$ cat src/rtl/c3g_pkg.sv
`default_nettype none
package c3g_pkg;

    localparam int MaxWidthDefault = 1024;
    localparam int MaxHeight       = 4096;

    localparam logic [10:0] WidthReset   = 11'd512;
    localparam logic [12:0] HeightReset  = 13'd512;
    localparam logic [23:0] KTopReset    = 24'hFFFFFF;
    localparam logic [23:0] KMidReset    = 24'hFF01FF;
    localparam logic [23:0] KBotReset    = 24'hFFFFFF;
    localparam logic [11:0] DivisorReset = 12'hFF9;

    localparam int SumWidth = 20;
    localparam int QuoWidth = 20;

    typedef enum logic [2:0] {
        REG_WIDTH   = 3'd0,
        REG_HEIGHT  = 3'd1,
        REG_KTOP    = 3'd2,
        REG_KMID    = 3'd3,
        REG_KBOT    = 3'd4,
        REG_DIVISOR = 3'd5
    } reg_index_t;

    typedef enum logic [2:0] {
        ST_IDLE,
        ST_READ,
        ST_SUM,
        ST_DIV,
        ST_OUT
    } state_t;

    typedef struct packed {
        logic take_pixel;
        logic start_sum;
        logic start_div;
        logic div_step;
        logic load_out;
    } cmd_t;

    typedef struct packed {
        logic interior;
        logic div_done;
        logic use_div;
    } status_t;

endpackage
`default_nettype wire

$ cat src/rtl/c3g_ctrl.sv
`default_nettype none
module c3g_ctrl (
    input  wire logic            clk,
    input  wire logic            rst_n,
    input  wire logic            in_valid,
    output logic                 in_ready,
    output logic                 out_valid,
    input  wire logic            out_ready,
    input  wire c3g_pkg::status_t sts,
    output c3g_pkg::cmd_t        cmd
);
    import c3g_pkg::*;

    state_t state_reg, state_next;
    logic   out_valid_reg, out_valid_next;
    logic   out_free;

    // output register can take a new result at this edge
    assign out_free  = !out_valid_reg || out_ready;
    assign out_valid = out_valid_reg;

    always_ff @(posedge clk or negedge rst_n)
    begin
        if (!rst_n)
        begin
            state_reg     <= ST_IDLE;
            out_valid_reg <= 1'b0;
        end
        else
        begin
            state_reg     <= state_next;
            out_valid_reg <= out_valid_next;
        end
    end

    always_comb
    begin
        state_next = state_reg;
        case (state_reg)
            ST_IDLE: if (in_valid) state_next = ST_READ;
            ST_READ: state_next = sts.interior ? ST_SUM : ST_IDLE;
            ST_SUM:
            begin
                if (sts.use_div)
                    state_next = ST_DIV;
                else
                    state_next = out_free ? ST_IDLE : ST_OUT;
            end
            ST_DIV:
            begin
                if (sts.div_done)
                    state_next = out_free ? ST_IDLE : ST_OUT;
            end
            ST_OUT:  if (out_free) state_next = ST_IDLE;
            default: state_next = ST_IDLE;
        endcase
    end

    always_comb
    begin
        cmd      = '0;
        in_ready = 1'b0;
        case (state_reg)
            ST_IDLE:
            begin
                in_ready       = 1'b1;
                cmd.take_pixel = in_valid;
            end
            ST_READ:
            begin
                cmd.start_sum = sts.interior;
            end
            ST_SUM:
            begin
                cmd.start_div = sts.use_div;
                cmd.load_out  = !sts.use_div && out_free;
            end
            ST_DIV:
            begin
                cmd.div_step = 1'b1;
                cmd.load_out = sts.div_done && out_free;
            end
            ST_OUT:
            begin
                cmd.load_out = out_free;
            end
            default: ;
        endcase
    end

    always_comb
    begin
        if (cmd.load_out)
            out_valid_next = 1'b1;
        else if (out_ready)
            out_valid_next = 1'b0;
        else
            out_valid_next = out_valid_reg;
    end
endmodule
`default_nettype wire

$ cat config.mk
export PLATFORM = sky130hd
export DESIGN_NAME = c3g_ctrl
export DESIGN_NICKNAME = d
export VERILOG_FILES = /design/src/rtl/c3g_pkg.sv /design/src/rtl/c3g_ctrl.sv
export SDC_FILE = /design/constraint.sdc
export NUM_CORES = 1
export LEC_CHECK = 0
export BUFFER_PORTS_ARGS = -buffer_cell sky130_fd_sc_hd__buf_2
export CELL_PAD_IN_SITES_DETAIL_PLACEMENT = 1
export CELL_PAD_IN_SITES_GLOBAL_PLACEMENT = 2
export CORE_AREA = 2 2 39 41
export CTS_CLUSTER_SIZE = 20
export DETAILED_ROUTE_END_ITERATION = 10
export DIE_AREA = 0 0 41 43
export PLACE_DENSITY_LB_ADDON = 0.05
export SLEW_MARGIN = 10
export SYNTH_ARGS = -nofsm -noshare
export SYNTH_HDL_FRONTEND = slang
export SYNTH_SLANG_ARGS = --single-unit
$ cat constraint.sdc
create_clock -name clk -period 2.2 [get_ports clk]
set_input_delay 0.66 -clock clk [delete_from_list [all_inputs] [get_ports clk]]
set_output_delay 0.66 -clock clk [all_outputs]
set_load 0.03 [all_outputs]
# ---- Yosys cells after proc, flatten, opt, wreduce, memory -nomap -nowiden
# Index checks and enable logic that the tools add are counted.
dict set report totals {
  regBits 4
  romBits 0
  mem_bits_rw 0
  wordCells 32
  latchBits 0
  input_bits 7
  n_memories 0
  output_inout_bits 7
}
dict set report classes {
  muxes 15
  n_shift 0
  addsub 0
  div 0
  bitwise 0
  mul 0
  magnitude_cmp 0
  reduce_logical 8
  eq_ne 7
}
# op count
set op_table {}
lappend op_table {{2-to-1 mux 3 bit} 5}
lappend op_table {{case mux 3 bit (5 select lines)} 1}
lappend op_table {{2-to-1 mux 1 bit} 7}
lappend op_table {{== test 3 x 2 -> 1 bit, second input constant} 2}
lappend op_table {{!= test 2 bit, second input constant} 3}
lappend op_table {{== test 3 x 1 -> 1 bit, second input constant} 1}
lappend op_table {{== test 3 bit, second input constant} 1}
lappend op_table {{logical NOT 3 bit} 1}
lappend op_table {{case mux 1 bit (3 select lines)} 1}
lappend op_table {{AND reduction 3 bit} 1}
lappend op_table {{logical AND 1 bit} 2}
lappend op_table {{logical NOT 1 bit} 2}
lappend op_table {{2-to-1 mux 2 bit} 1}
lappend op_table {{nonzero test 2 bit} 1}
lappend op_table {{logical OR 1 bit} 1}

# ---- Logic depth before layout (Yosys ltp)
dict set report depth {
  ltp_word 5
  depth_mapped 5
  mapped_depth_nobuf 3
}

# ---- Worst setup path before layout
# OpenSTA, ideal clock, no wires.
dict set report synth_timing {
  path_kind {reg-to-output}
  from {register state_reg[0]}
  to {output port cmd[4] (netlist name)}
  path_stages_with_launch 4
  arrival_ps 1611
  t_required_ps 1540
  path_buffers 1
  path_slack_ps -71
  cell_sequence {dfrtp_1 -> buf_6 -> nor3_1 -> and2_1}
}
# element line
set synth_lines {}
lappend synth_lines {{start, declared} c3g_ctrl.sv:14} ;# state_t state_reg, state_next;
lappend synth_lines {{start signal, assigned} c3g_ctrl.sv:31} ;# state_reg <= state_next;
lappend synth_lines {{end, declared} c3g_ctrl.sv:10} ;# output c3g_pkg::cmd_t cmd

==> reports/results.ini <==
[yosys]
yosysSeqAreaShare_pct = 36.7
avgSynthCellArea_um2 = 9.74
syn_inst = 28
syn_nets = 35
ys_seq_elements = 4
syn_area_um2 = 273
ys_warn_count = 0
synth_cell_types = 17

[cells_and_area]
num_antenna_cells = 0
final-seq-area_um2 = 101
nets = 51
design_area_um2 = 364
finalNonFillerCells = 58
multi_input_area_um2 = 148
n_fill_cell = 170
syn_to_final_growth_pct = 33.5
drive_gt1_share_pct = 45.2
largest_reg_flops = 3

[cts]
cts_tree = yes
cts_buffers = 3
h-tree-depth = 1
clk_pin_slew_ps = 40
cts_resized = 0
clockBufferDepth = 2
ctsHoldBuffers = 0
worstSkewPairLatency_ps = 230
root_buffer = clkbuf_4
cts_sinks = 4
post_cts_buffers = 0

[worst_setup_path]
startpoint_type = primary input
cp_slowest_cell = a32oi_1
timing.rr.end = out_valid$_DFFE_PN0P_
rr_worst_depth = 4
crit_type = in -> out
cpPeakStageDelay_ps = 230
path_max_fanout = 2
crit_path_end_kind = primary output
path_cells = buf_2 -> or2b_1 -> a32oi_1 -> nor2b_1 -> buf_2
crit_required_ps = 1540
arrival_ps = 1450
cp_common_cell = buf_2
ff2ff_setup_slack_ps = 990
reg2reg_from = state_reg[0]$_DFFE_PN0P_

[sta]
final_hold_viol_count = 0
slew_headroom_pct = 80.6
period_minus_slack_ps = 2110
fin_skew_ps = 4.77
worst_pin_slew_ps = 291
setup-tns-final_ps = 0
rsz0062_at_grt = no
finalMaxSlewViolations = 0
fin_crit_sh_pct = 96.1
fmax_mhz = 473
finalSetupViolations = 0

[power]
cellPowerDensity_mw_per_mm2 = 1400
total_power_uw = 511
leakage_uw = 0.000188
ir_drop_mv = 0.519

[placed_design]
post_dp_cell_area_um2 = 340
gp_congestion = 0.597
portBuffers = 13
dp.cells = 55
dp_hpwl_um = 487

[floorplanning]
io_pins = 14
initial_utilization_pct = 19.7
dieArea_mm2 = 0.00176
dieHeight_um = 43
die-width_um = 41
rows = 14
coreArea_mm2 = 0.00138

[global_routing]
grt_overflow = 0
antenna_found_initial = 0
grt_max_degree = 11
busiest_layer = met1
track_usage_pct = 8.27
use_met3_pct = 1.57
grt_pass1_vias = 225
globalRouteMet1Util_pct = 10.4
grt_pass1_wl_um = 897
grt_util_met2_pct = 10.0

[detailed_routing]
ant_nets = 0
routed_wl_um = 630
drc = 0
wl_per_cell_um = 10.9
dr.pass1.iters = 4
vias_per_cell = 4.29
num_vias = 249
drt-initial-drc-count = 1

[run_status]
outcome = complete, no violations

[hold_path]
min_path_type = in -> async

[job]
max_cap_viol_count = 0

## critical path: cells and delay by family
kind            cells  cell delay [ps]
compound gates      1              230
buf+inv             2              290
simple gates        2              280
## cell families (layout without fill, tap and decap cells)
kind of cell	after synthesis	in the layout	synth area share, %
and+or+nand+nor	17	17	39.9
buffers and inverters	3	17	11.0
muxes	1	1	3.67
DFF	4	4	36.7
AOI/OAI and AO/OA	3	3	8.72
## how the worst max path moves through the flow
stage	from	end	slack (ps)	depth (start not counted)
floorplan	sts[1]	cmd[0]	210	4
global placement	sts[1]	cmd[0]	110	5
detailed placement	sts[1]	cmd[0]	70	5
CTS	state_reg[0]$_DFFE_PN0P_	cmd[0]	50	4
global route	sts[1]	cmd[0]	40	5
finish	sts[1]	cmd[0]	90	5
## where the power goes
group | leakage (uW) | internal, uW | switching, uW | total (uW)
Combinational | 0.000122 | 110 | 161 | 271
Clock | 0.0000138 | 60.9 | 28.8 | 89.7
Sequential | 0.0000518 | 100 | 50.2 | 150
## final cells by class
| cell class | instances | area share [%] |
|---|---|---|
| Timing Repair Buffer | 14 | 19.9 |
| Clock buffer | 3 | 6.19 |
| Sequential cell | 4 | 27.8 |
| Multi-Input combinational cell | 21 | 40.5 |
| Tap cell | 16 | 5.50 |
## Yosys cell counts
master,instances,area (um^2)
a211oi_1,1,7.51
a32oi_1,1,8.76
and2_1,1,6.26
and3b_1,1,8.76
and4bb_1,2,25.0
buf_4,1,7.51
buf_6,2,22.5
dfrtp_1,4,100
mux2i_1,1,10.0
nand2_1,1,3.75
nand2b_1,2,12.5
nand3b_1,1,7.51
nor2_1,4,15.0
nor2b_1,2,12.5
nor3_1,2,10.0
o21a_1,1,7.51
or2b_1,1,7.51
## routing by layer
metal	vias to the layer above	routed length, um
met5	-	0
li1	125	-
met1	113	285
met2	11	280
met4	0	0
met3	0	64
## placed cells by master (no fill, tap or decap), types with 2 or more instances in the layout
cell type	n
clkbuf_4	3
nor2_1	4
dfrtp_1	3
buf_2	13
nor2b_1	2
nand2b_1	2
and4bb_1	2
## stage by stage
stage	hold WS, ps	util [%]	setup WS, ps
finish	220	26.3	85.1
floorplan	364	-	211
CTS	213	26.2	49.1
detailed placement	467	24.6	74.8
global route	208	26.3	40.2
global placement	466	24.6	107
(Power assumes the default switching activity.)
